File: config.mk
export PLATFORM = sky130hd
export DESIGN_NAME = modular_exponentiation
export DESIGN_NICKNAME = d
export VERILOG_FILES = /design/src/mexp_pkg.sv /design/src/modular_exponentiation.sv /design/src/mexp_front.sv /design/src/mexp_queue.sv /design/src/mexp_back.sv
export VERILOG_INCLUDE_DIRS = /design/src /design/src/src
export SDC_FILE = /design/constraint.sdc
export NUM_CORES = 2
export LEC_CHECK = 0
export BUFFER_PORTS_ARGS = -buffer_cell sky130_fd_sc_hd__buf_2
export CORE_ASPECT_RATIO = 1.4
export CORE_MARGIN = 2
export CORE_UTILIZATION = 50
export DETAILED_ROUTE_END_ITERATION = 10
export PLACE_DENSITY_LB_ADDON = 0.3
export SYNTH_ARGS = -nofsm -noshare
export SYNTH_HDL_FRONTEND = slang
export SYNTH_SLANG_ARGS = --single-unit
File: constraint.sdc
create_clock -name clk -period 11.77 [get_ports clk]
set_clock_uncertainty 0.1 [all_clocks]
set_input_delay 0.5885 -clock clk [delete_from_list [all_inputs] [get_ports clk]]
set_output_delay 0.5885 -clock clk [all_outputs]
set_load 0.01 [all_outputs]
File: src/modular_exponentiation_macros.svh
// ---------------------------------------------------------------------------
// modular exponentiation assertion macros
// shared assertion wrappers, empty when synthesizing
// ---------------------------------------------------------------------------
`ifndef MODULAR_EXPONENTIATION_MACROS_SVH
`define MODULAR_EXPONENTIATION_MACROS_SVH
`ifndef SYNTHESIS
`define MEXP_ASSERT(label, prop, msg) \
  label: assert property (@(posedge clk) disable iff (!rst_n) prop) else $error(msg);
`define MEXP_ASSERT_IMP(label, ante, cons, msg) \
  label: assert property (@(posedge clk) disable iff (!rst_n) (ante) |-> (cons)) \
    else $error(msg);
`else
`define MEXP_ASSERT(label, prop, msg)
`define MEXP_ASSERT_IMP(label, ante, cons, msg)
`endif
`endif

File: src/mexp_pkg.sv
// ---------------------------------------------------------------------------
// mexp_pkg
// shared types and constants of the modular exponentiation block
// ---------------------------------------------------------------------------
package mexp_pkg;

  localparam int DATA_W            = 64;
  localparam int OPERAND_WIDTH_DEF = 64;
  localparam int QUEUE_DEPTH       = 2;
  localparam logic [DATA_W-1:0] LOW_BIT_ONE = 64'h1;

  typedef struct packed {
    logic [DATA_W-1:0] base_value;
    logic [DATA_W-1:0] exponent;
    logic [DATA_W-1:0] modulus;
    logic              zero_mod;
  } mexp_req_t;

  typedef struct packed {
    logic push;
  } mexp_qctl_t;

  typedef enum logic [1:0] {
    ST_IDLE,
    ST_REDUCE,
    ST_MUL,
    ST_DONE
  } mexp_state_t;

endpackage

File: src/modular_exponentiation.sv
// ---------------------------------------------------------------------------
// modular_exponentiation
// base_value ^ exponent mod modulus, right-to-left square-and-multiply
// ---------------------------------------------------------------------------
// Requests enter on in_valid/in_stall with base, exponent and modulus; each
// request gives one result on out_valid/out_stall. Operand bits above
// OPERAND_WIDTH (W) are ignored. A zero modulus returns 0 with
// out_zero_modulus_error set, skipping the reduce and multiply steps.
// The base is first reduced by a shift-subtract loop, then W exponent steps
// each run two bit-serial modular multipliers (square and multiply side by
// side).
// The engine takes a new request only after finishing the last. A front
// register and a two-entry queue take up to three further requests while
// one is being worked on; the result register lets the next request start
// while a result waits.
// A stalled result holds its value; the engine waits in its done state.
// Reset (rst_n low, synchronous) empties queue, engine and result register.
// ---------------------------------------------------------------------------
module modular_exponentiation import mexp_pkg::*; #(
  parameter int OPERAND_WIDTH = OPERAND_WIDTH_DEF
) (
  input  logic              clk,
  input  logic              rst_n,
  input  logic              in_valid,
  output logic              in_stall,
  input  logic [DATA_W-1:0] in_base_value,
  input  logic [DATA_W-1:0] in_exponent,
  input  logic [DATA_W-1:0] in_modulus,
  output logic              out_valid,
  input  logic              out_stall,
  output logic [DATA_W-1:0] out_power_result,
  output logic              out_zero_modulus_error
);

  mexp_qctl_t q_ctl;
  mexp_req_t  q_wr, q_rd;
  logic       q_full, q_empty, q_pop;

  mexp_front #(.OPERAND_WIDTH(OPERAND_WIDTH)) u_front (
    .clk(clk), .rst_n(rst_n),
    .in_valid(in_valid), .in_stall(in_stall),
    .in_base_value(in_base_value), .in_exponent(in_exponent), .in_modulus(in_modulus),
    .q_full(q_full), .q_ctl(q_ctl), .q_data(q_wr)
  );

  mexp_queue u_queue (
    .clk(clk), .rst_n(rst_n),
    .ctl(q_ctl), .wr_data(q_wr), .full(q_full),
    .pop(q_pop), .empty(q_empty), .rd_data(q_rd)
  );

  mexp_back #(.OPERAND_WIDTH(OPERAND_WIDTH)) u_back (
    .clk(clk), .rst_n(rst_n),
    .q_empty(q_empty), .q_data(q_rd), .q_pop(q_pop),
    .out_valid(out_valid), .out_stall(out_stall),
    .out_power_result(out_power_result),
    .out_zero_modulus_error(out_zero_modulus_error)
  );

endmodule

File: src/mexp_front.sv
// ---------------------------------------------------------------------------
// mexp_front
// accepts requests, masks operands and flags a zero modulus
// ---------------------------------------------------------------------------
module mexp_front import mexp_pkg::*; #(
  parameter int OPERAND_WIDTH = OPERAND_WIDTH_DEF
) (
  input  logic              clk,
  input  logic              rst_n,
  input  logic              in_valid,
  output logic              in_stall,
  input  logic [DATA_W-1:0] in_base_value,
  input  logic [DATA_W-1:0] in_exponent,
  input  logic [DATA_W-1:0] in_modulus,
  input  logic              q_full,
  output mexp_qctl_t        q_ctl,
  output mexp_req_t         q_data
);

  localparam logic [DATA_W-1:0] MASK = {DATA_W{1'b1}} >> (DATA_W - OPERAND_WIDTH);

  logic      valid_r, valid_nxt;
  mexp_req_t req_r;
  logic      accept;

  assign in_stall    = valid_r & q_full;
  assign accept      = in_valid & ~in_stall;
  assign valid_nxt   = accept | (valid_r & q_full);
  assign q_ctl.push  = valid_r & ~q_full;
  assign q_data      = req_r;

  always_ff @(posedge clk) begin
    if (!rst_n) begin
      valid_r <= 1'b0;
    end else begin
      valid_r <= valid_nxt;
    end
  end

  always_ff @(posedge clk) begin
    if (accept) begin
      req_r.base_value <= in_base_value & MASK;
      req_r.exponent   <= in_exponent & MASK;
      req_r.modulus    <= in_modulus & MASK;
      req_r.zero_mod   <= ((in_modulus & MASK) == '0);
    end
  end

endmodule

File: src/mexp_queue.sv
// ---------------------------------------------------------------------------
// mexp_queue
// two-entry request queue between front and back
// ---------------------------------------------------------------------------
`include "modular_exponentiation_macros.svh"
module mexp_queue import mexp_pkg::*; (
  input  logic       clk,
  input  logic       rst_n,
  input  mexp_qctl_t ctl,
  input  mexp_req_t  wr_data,
  output logic       full,
  input  logic       pop,
  output logic       empty,
  output mexp_req_t  rd_data
);

  mexp_req_t  mem_r [QUEUE_DEPTH];
  logic       wr_ptr_r, rd_ptr_r;
  logic [1:0] count_r, count_nxt;

  assign full    = (count_r == 2'(QUEUE_DEPTH));
  assign empty   = (count_r == 2'd0);
  assign rd_data = mem_r[rd_ptr_r];

  always_comb begin
    count_nxt = count_r;
    if (ctl.push && !(pop && !empty)) begin
      count_nxt = count_r + 2'd1;
    end else if (!ctl.push && pop && !empty) begin
      count_nxt = count_r - 2'd1;
    end
  end

  always_ff @(posedge clk) begin
    if (!rst_n) begin
      wr_ptr_r <= 1'b0;
      rd_ptr_r <= 1'b0;
      count_r  <= 2'd0;
    end else begin
      if (ctl.push) begin
        wr_ptr_r <= ~wr_ptr_r;
      end
      if (pop && !empty) begin
        rd_ptr_r <= ~rd_ptr_r;
      end
      count_r <= count_nxt;
    end
  end

  always_ff @(posedge clk) begin
    if (ctl.push) begin
      mem_r[wr_ptr_r] <= wr_data;
    end
  end

  `MEXP_ASSERT(a_count_bound, count_r <= 2'(QUEUE_DEPTH), "queue count overflow")
  `MEXP_ASSERT_IMP(a_no_push_full, full, !ctl.push, "push into full queue")
  `MEXP_ASSERT_IMP(a_ptr_match, empty, wr_ptr_r == rd_ptr_r, "pointers disagree when empty")

endmodule

File: src/mexp_back.sv
// ---------------------------------------------------------------------------
// mexp_back
// reduces the base, runs square-and-multiply with two bit-serial
// modular multipliers and holds the result register
// ---------------------------------------------------------------------------
`include "modular_exponentiation_macros.svh"
module mexp_back import mexp_pkg::*; #(
  parameter int OPERAND_WIDTH = OPERAND_WIDTH_DEF
) (
  input  logic              clk,
  input  logic              rst_n,
  input  logic              q_empty,
  input  mexp_req_t         q_data,
  output logic              q_pop,
  output logic              out_valid,
  input  logic              out_stall,
  output logic [DATA_W-1:0] out_power_result,
  output logic              out_zero_modulus_error
);

  localparam int W  = OPERAND_WIDTH;
  localparam int CW = $clog2(W);
  localparam logic [W-1:0]  ONE  = LOW_BIT_ONE[W-1:0];
  localparam logic [CW-1:0] LAST = CW'(W - 1);

  function automatic logic [W-1:0] add_mod(input logic [W-1:0] x, input logic [W-1:0] y,
                                           input logic [W-1:0] m);
    logic [W-1:0] gap;
    gap = m - y;
    return (x >= gap) ? (x - gap) : (x + y);
  endfunction

  mexp_state_t   state_r, state_nxt;
  logic [W-1:0]  m_r, m_nxt, b_r, b_nxt, e_r, e_nxt, rr_r, rr_nxt;
  logic [W-1:0]  acc_r, acc_nxt, sq_r, sq_nxt, pa_r, pa_nxt, ps_r, ps_nxt;
  logic [CW-1:0] bit_r, bit_nxt, exp_r, exp_nxt;
  logic          err_r, err_nxt;
  logic          ovalid_r, ovalid_nxt, oerr_r;
  logic [W-1:0]  ores_r;
  logic          out_load;
  logic [W:0]    red_t;
  logic [W-1:0]  pa2, ps2, pa_step, ps_step;

  assign out_valid              = ovalid_r;
  assign out_power_result       = DATA_W'(ores_r);
  assign out_zero_modulus_error = oerr_r;

  always_comb begin
    red_t   = {rr_r, b_r[W-1]};
    pa2     = add_mod(pa_r, pa_r, m_r);
    ps2     = add_mod(ps_r, ps_r, m_r);
    pa_step = sq_r[bit_r] ? add_mod(pa2, acc_r, m_r) : pa2;
    ps_step = sq_r[bit_r] ? add_mod(ps2, sq_r, m_r) : ps2;
  end

  always_comb begin
    state_nxt  = state_r;
    m_nxt      = m_r;
    b_nxt      = b_r;
    e_nxt      = e_r;
    rr_nxt     = rr_r;
    acc_nxt    = acc_r;
    sq_nxt     = sq_r;
    pa_nxt     = pa_r;
    ps_nxt     = ps_r;
    bit_nxt    = bit_r;
    exp_nxt    = exp_r;
    err_nxt    = err_r;
    q_pop      = 1'b0;
    out_load   = 1'b0;
    case (state_r)
      ST_IDLE: begin
        if (!q_empty) begin
          q_pop   = 1'b1;
          m_nxt   = q_data.modulus[W-1:0];
          b_nxt   = q_data.base_value[W-1:0];
          e_nxt   = q_data.exponent[W-1:0];
          err_nxt = q_data.zero_mod;
          rr_nxt  = '0;
          acc_nxt = '0;
          bit_nxt = LAST;
          state_nxt = q_data.zero_mod ? ST_DONE : ST_REDUCE;
        end
      end
      ST_REDUCE: begin
        if (red_t >= {1'b0, m_r}) begin
          rr_nxt = W'(red_t - {1'b0, m_r});
        end else begin
          rr_nxt = red_t[W-1:0];
        end
        b_nxt = b_r << 1;
        if (bit_r == '0) begin
          sq_nxt    = rr_nxt;
          acc_nxt   = (m_r == ONE) ? '0 : ONE;
          pa_nxt    = '0;
          ps_nxt    = '0;
          bit_nxt   = LAST;
          exp_nxt   = LAST;
          state_nxt = ST_MUL;
        end else begin
          bit_nxt = bit_r - 1'b1;
        end
      end
      ST_MUL: begin
        pa_nxt = pa_step;
        ps_nxt = ps_step;
        if (bit_r == '0) begin
          acc_nxt = e_r[0] ? pa_step : acc_r;
          sq_nxt  = ps_step;
          e_nxt   = e_r >> 1;
          pa_nxt  = '0;
          ps_nxt  = '0;
          bit_nxt = LAST;
          if (exp_r == '0) begin
            state_nxt = ST_DONE;
          end else begin
            exp_nxt = exp_r - 1'b1;
          end
        end else begin
          bit_nxt = bit_r - 1'b1;
        end
      end
      ST_DONE: begin
        if (!ovalid_r || !out_stall) begin
          out_load  = 1'b1;
          state_nxt = ST_IDLE;
        end
      end
      default: begin
        state_nxt = ST_IDLE;
      end
    endcase
  end

  assign ovalid_nxt = out_load | (ovalid_r & out_stall);

  always_ff @(posedge clk) begin
    if (!rst_n) begin
      state_r  <= ST_IDLE;
      ovalid_r <= 1'b0;
    end else begin
      state_r  <= state_nxt;
      ovalid_r <= ovalid_nxt;
    end
  end

  always_ff @(posedge clk) begin
    m_r   <= m_nxt;
    b_r   <= b_nxt;
    e_r   <= e_nxt;
    rr_r  <= rr_nxt;
    acc_r <= acc_nxt;
    sq_r  <= sq_nxt;
    pa_r  <= pa_nxt;
    ps_r  <= ps_nxt;
    bit_r <= bit_nxt;
    exp_r <= exp_nxt;
    err_r <= err_nxt;
    if (out_load) begin
      ores_r <= err_r ? '0 : acc_r;
      oerr_r <= err_r;
    end
  end

  `MEXP_ASSERT_IMP(a_mul_reduced, state_r == ST_MUL, (acc_r < m_r) && (sq_r < m_r) && (pa_r < m_r) && (ps_r < m_r), "operand not reduced")
  `MEXP_ASSERT_IMP(a_rem_reduced, state_r == ST_REDUCE, rr_r < m_r, "remainder not reduced")
  `MEXP_ASSERT_IMP(a_err_zero, ovalid_r && oerr_r, ores_r == '0, "error result not zero")
  `MEXP_ASSERT_IMP(a_pop_idle, q_pop, (state_r == ST_IDLE) && !q_empty, "pop outside idle")

endmodule
## Word level (Yosys, flattened, before mapping)

Memories as Yosys holds them, arrays and structs flattened. A register that Yosys moved wholly into a read port is not among the register bits.
Index checks and enable logic that the tools add are counted.

- Memories kept: 1
- Memory bits (writable): 386
- Logic and storage cells: 154
- Bits in registers: 791
- Input bits: 196

Memories:

| name | words | bits a word | read ports | clocked after memory_dff | write ports | RTL line | text |
|---|---|---|---|---|---|---|---|
| u_queue.mem_r | 2 | 193 | 1 | 1 | 1 | mexp_queue.sv:17 | `mexp_req_t mem_r [QUEUE_DEPTH];` |

- $add $sub $neg: 17
- Order comparisons: 6
- Reductions and logical operators: 31
- Muxes and demuxes: 53
- Bitwise logic cells: 11
- Equal/unequal tests: 12

Operator list:

| kind | number |
|---|---|
| $mux 64 | 19 |
| $pmux 64 s2 | 6 |
| $sub 64x64->64 | 9 |
| $add 64x64->64 | 4 |
| $ge 64x64->1 | 4 |
| $pmux 64 s3 | 1 |
| $ge 65x64->1 | 1 |
| $eq 64x1->1 const B | 1 |
| $logic_not 64->1 | 1 |
| $mux 6 | 5 |
| $pmux 6 s2 | 2 |
| $mux 2 | 8 |
| $logic_not 6->1 | 2 |
| $sub 6x1->6 const B | 2 |
| $mux 1 | 10 |
| $ne 2x1->1 const B | 5 |
| $reduce_and 5->1 | 2 |
| $reduce_bool 2->1 | 5 |
| $pmux 2 s4 | 1 |
| $reduce_and 2->1 | 4 |
| $lt 6x7->1 const B | 1 |
| $bmux 1 s6 | 1 |
| $eq 2x2->1 const B | 3 |
| $reduce_and 3->1 | 2 |
| other kinds (14) | 31 |

## Depth between registers and ports, before layout

- Depth in word-level cells: 9
- Gate-level depth with buffers: 57
- Gate-level depth less buffers: 52

## By module

A second synthesis with hierarchy kept.

- Cells, all modules: 8,604
- Area, all modules: 85,420.7 µm²

Modules (own cells, without submodules):

| module | area an instance (µm²) | seq. area each (µm²) | cells each | instances |
|---|---|---|---|---|
| mexp_back | 65,228.8 | 17,777.0 | 7,760 | 1 |
| mexp_queue | 14,206.1 | 11,691.2 | 625 | 1 |
| mexp_front | 5,985.7 | 5,815.6 | 219 | 1 |

## Least setup slack after synthesis

No wires, ideal clock.

- Path kind: reg-to-reg
- Start: register u_back.m_r[0]
- End: register u_back.sq_r[63], data pin
- Slack: 0.907 ns
- Arrival: 10.489 ns
- Stages on the path, launching flop included: 52
- Cell sequence: edfxtp_1 > inv_1 > ha_1 > fa_1 > nand2b_1 > a21boi_0 > o21ai_0 > a21oi_1 > o31a_1 > o211ai_1 > a21oi_1 > and3_1 > nor2_1 > o21bai_1 > a21o_1 > a21o_1 > a21oi_1 > xor2_1 > (+16 left out) > ha_1 > and2_1 > and4_1 > and4_1 > a221o_1 > a21o_1 > a31oi_1 > a2bb2oi_1 > a311oi_1 > a31oi_1 > o21ai_0 > a221o_1 > a211oi_1 > o21ai_0 > a21oi_1 > xnor2_1 > o22ai_1 > mux2i_1

- Longest elaborated chain between the ends: 8
- Elaborated cells between the ends (all ways): 16
- Those cells by class: add/sub (6); order compare (3); mux (7)

RTL lines:

| element | RTL line | text |
|---|---|---|
| start, declared | mexp_back.sv:34 | `logic [W-1:0] m_r, m_nxt, b_r, b_nxt, e_r, e_nxt, rr_r, rr_nxt;` |
| start signal, assigned | mexp_back.sv:148 | `m_r <= m_nxt;` |
| $sub 64x64->64 | mexp_back.sv:29 | `gap = m - y;` |
| $sub 64x64->64 or $ge 64x64->1 (tied branches) | mexp_back.sv:30 | `return (x >= gap) ? (x - gap) : (x + y);` |
| $mux 64 | mexp_back.sv:30 |  |
| $add 64x64->64, or another cell as far along | mexp_back.sv:30 |  |
| $mux 64 | mexp_back.sv:30 |  |
| $mux 64 | mexp_back.sv:53 | `ps_step = sq_r[bit_r] ? add_mod(ps2, sq_r, m_r) : ps2;` |
| $mux 64 | mexp_back.sv:107 | `if (bit_r == '0) begin` |
| $pmux 64 s2 * | mexp_back.sv:71 | `case (state_r)` |
| net u_back.sq_nxt[63] | mexp_back.sv:35 | `logic [W-1:0] acc_r, acc_nxt, sq_r, sq_nxt, pa_r, pa_nxt, ps_r, ps_nxt;` |
| end signal, assigned | mexp_back.sv:153 | `sq_r <= sq_nxt;` |
| end, declared | mexp_back.sv:35 |  |

The timed path passes the listed nets; every way through them passes the cells marked *. The select of a mux whose other input is x is not followed.
A chain may end at the register's enable or synchronous reset.

## Final worst setup path

- Start: register u_back.ps_r[0]
- End: register u_back.sq_r[26], data pin

- Longest elaborated chain between the ends: 8
- Elaborated cells between the ends (all ways): 12
- Those cells by class: add/sub (5); order compare (2); mux (5)

RTL lines:

| element | RTL line | text |
|---|---|---|
| start, declared | mexp_back.sv:35 |  |
| start signal, assigned | mexp_back.sv:155 | `ps_r <= ps_nxt;` |
| $sub 64x64->64 | mexp_back.sv:29 |  |
| $sub 64x64->64 or $ge 64x64->1 (tied branches) | mexp_back.sv:30 |  |
| $mux 64 * | mexp_back.sv:30 |  |
| $add 64x64->64, or another cell as far along | mexp_back.sv:30 |  |
| $mux 64 | mexp_back.sv:30 |  |
| $mux 64 * | mexp_back.sv:53 |  |
| $mux 64 * | mexp_back.sv:107 |  |
| $pmux 64 s2 * | mexp_back.sv:71 |  |
| net u_back.sq_nxt[26] | mexp_back.sv:35 |  |

Marks and branches as above.

==> out/results.txt <==
GR peak layer -> met2
max-slew violation count -> 0
root buffer cell -> clkbuf_16
top-area cell type share of the netlist area -> 41.0%
Final nets -> 11.4k
Worst Reg2Reg Path Length in Cells -> 58
Die X -> 354 µm
crit path from -> u_back.ps_r[0]
largest net degree at the start of global routing -> 147
HP Class -> primary input to flop
Synth Flop Type -> edfxtp_1
slowest stage delay, CP -> 0.43 ns
Vias -> 75.8k
initial antenna violation count -> 9
Least-Margin Pin Slew -> 1.37 ns
Core Region -> 170000 µm²
Area growth, synth to finish -> 22.1%
Via density -> 5.91
I/O pins -> 263
worst setup path category -> flop to flop
EDFF count, synth -> 1169
flops & latches, synth -> 1178
clock sink total -> 1178
Final Cell Area -> 105000 µm²
grt met2 use -> 58.8%
CP max FO -> 23
Post-Synthesis Cells -> 8937
Clock Latency Late Sink -> 0.78 ns
clock period minus worst slack -> 11.53 ns
Mapped Avg Cell Area -> 9.58 µm²
port bufs -> 262
setup violators final -> 0
Final Hold Fails -> 0
dominant cells by area after synthesis -> edfxtp_1 (41%), ha_1 (10%), a21oi_1 (4.7%)
Syn Nets -> 9831
asr flop ratio synth -> 0%
clk slew on worst S/H paths -> 0.07 ns
status -> completed
slowest stage cell, crit path -> or3_1
Rows -> 179
CTS buffer count -> 115
register area share after synthesis -> 41.2%
worst slack at placement -> -0.879 ns
R2R Path Start -> u_back.ps_r[0]
grt met1 use -> 41.3%
Crit. End Element -> flop
fin crit share -> 97.9%
Die ar. -> 175000 µm²
starting DRC count in detailed routing -> 6764
worst reg2reg setup slack -> 0.24 ns
Global Route Usage Sum -> 33.5%
DR DRC count -> 0
CTS tree -> built
vias in the first global route -> 76.1k
dpl cell area -> 98300 µm²
R2R Path End -> u_back.sq_r[26]
clk buf depth -> 3
cell area after synthesis -> 85600 µm²
Synthesis Warnings -> 0
Max Fclk -> 86.8 MHz
detailed-route wire length per cell -> 23.5 µm
post-synth cell types -> 93
Yosys top cell by area -> edfxtp_1
final worst slack -> 0.243 ns
Final HPWL DP -> 230000 µm
GPL Wtd Cong -> 1.02
Worst setup SP type -> flop
end of the critical path -> u_back.sq_r[26]
DRT Pass-1 Iters -> 6
GRT met3 Usage -> 3.93%
htree depth -> 3
final setup TNS -> 0 ns
Initial Util -> 50.4%
arrival time worst endpoint -> 11.91 ns
die height -> 494 µm
Final ANT Viol Nets -> 0
Critical Path RT -> 12.16 ns
grt total ovfl -> 0
global-route wire length before repair -> 448000 µm
share of layout cells above drive strength 1 -> 18.8%
MaxCap Viol Count -> 0
Routed WL -> 301000 µm
slew margin rel. -> 7.30%
## layout make-up
cell class	count	area, µm²
Clock inverter	74	872
Clock buffer	138	2960
Sequential cell	1178	35300
Inverter	555	2080
Multi-Input combinational cell	6897	47600
Antenna cell	4	10.0
Timing Repair Buffer	1710	12900
Tap cell	2262	2830
Fill cell	14100	65400
## cell usage in the layout (no fill, tap or decap), types with 262 or more instances in the layout
| cell | n |
|---|---|
| nor2_1 | 695 |
| ha_1 | 685 |
| edfxtp_1 | 1169 |
| inv_1 | 549 |
| a21o_1 | 440 |
| xnor2_1 | 374 |
| nand2_1 | 693 |
| a21oi_1 | 786 |
| buf_2 | 262 |
| buf_4 | 1234 |
| o21ai_0 | 662 |
## flip-flops by register name, indices dropped and copies added, names as in the netlist, named ones only
signal                         count
u_back.acc_r                      64
u_back.b_r                        64
u_back.bit_r                       6
u_back.e_r                        64
u_back.err_r                       1
u_back.exp_r                       6
u_back.m_r                        64
u_back.out_power_result           64
u_back.out_valid                   1
u_back.out_zero_modulus_error      1
u_back.pa_r                       64
u_back.ps_r                       64
u_back.rr_r                       64
u_back.sq_r                       64
u_back.state_r                     2
u_front.q_data                   193
u_front.valid_r                    1
u_queue.count_r                    2
u_queue.mem_r                    386
u_queue.rd_ptr_r                   1
u_queue.wr_ptr_r                   1
## layer usage
layer	routed length [µm]	up-vias
li1	-	36200
met1	122000	36400
met2	148000	2694
met3	17200	578
met4	14700	6
met5	38	-
## critical path, delay by kind of cell, from the launching register on
kind	cells	cell delay, ns
compound gates	30	5.56
simple gates	11	1.84
buf+inv	11	1.78
fa+ha+maj	4	1.21
flops	1	0.39
xor+xnor	1	0.15
mux	1	0.12
## worst min-delay path by stage
stage,from,endpoint,slack [ns],cells past startpoint
final,rst_n,u_queue.wr_ptr_r,0.07,2
after global routing,rst_n,u_front.valid_r,0.04,2
after detailed placement,u_front.q_data[35],u_queue.mem_r[1][35],0.33,0
after floorplan,u_front.q_data[0],u_queue.mem_r[0][0],0.32,0
after CTS,rst_n,u_back.out_valid,0.02,2
after global placement,u_front.q_data[14],u_queue.mem_r[0][14],0.32,0
## stage by stage
stage / hold slack, ns / utilization, % / instances
4_1_cts: 0.0189 / 61.3 / 12800
2_1_floorplan: 0.321 / - / 8937
5_1_grt: 0.0378 / 61.5 / 12800
6_report: 0.0659 / 61.5 / 12800
3_5_place_dp: 0.329 / 57.8 / 12400
3_3_place_gp: 0.323 / 57.8 / 12400
## cell usage after synthesis (20+ instances only)
cell       count
edfxtp_1    1169
a21oi_1      803
nor2_1       701
nand2_1      699
o21ai_0      693
ha_1         687
inv_1        551
a21o_1       440
xnor2_1      374
clkbuf_1     243
xor2_1       243
mux2i_1      233
nand3_1      169
nor3_1       146
nand2b_1     118
nand4_1      117
o21bai_1     106
mux2_2       102
o21a_1       100
and2_1        90
o211ai_1      89
nor2b_1       86
and3_1        78
a31oi_1       77
nor4_1        62
or3_1         62
a211oi_1      61
o31ai_1       47
or2_2         42
buf_1         38
a21boi_0      32
a211o_1       23
a31o_2        22
buf_2         22
nor3b_1       22
a2111oi_0     21
and4_1        21
maj3_1        20
## what timing repair did
item	CTS	global route
hold buffers	192	0
cloned	0	2
pin swaps	5	26
endpoints found under the setup margin	254	256
buffers inserted	3	8
resized for setup	19	92
hold endpoints to repair	192	0
## kinds of logic after synthesis
family / Yosys count / synth area share, %
adder cells (fa/ha/maj): 718 / 10.5
AO/OA/AOI/OAI: 2758 / 20.2
buffers and inverters: 862 / 3.82
multiplexers: 344 / 4.30
flip-flops: 1178 / 41.2
AND/OR/NAND/NOR: 2459 / 13.6
XOR/XNOR: 618 / 6.33
Power is not shown: default switching activity piles up to over one toggle a cycle in this logic, so the estimate is an artifact.
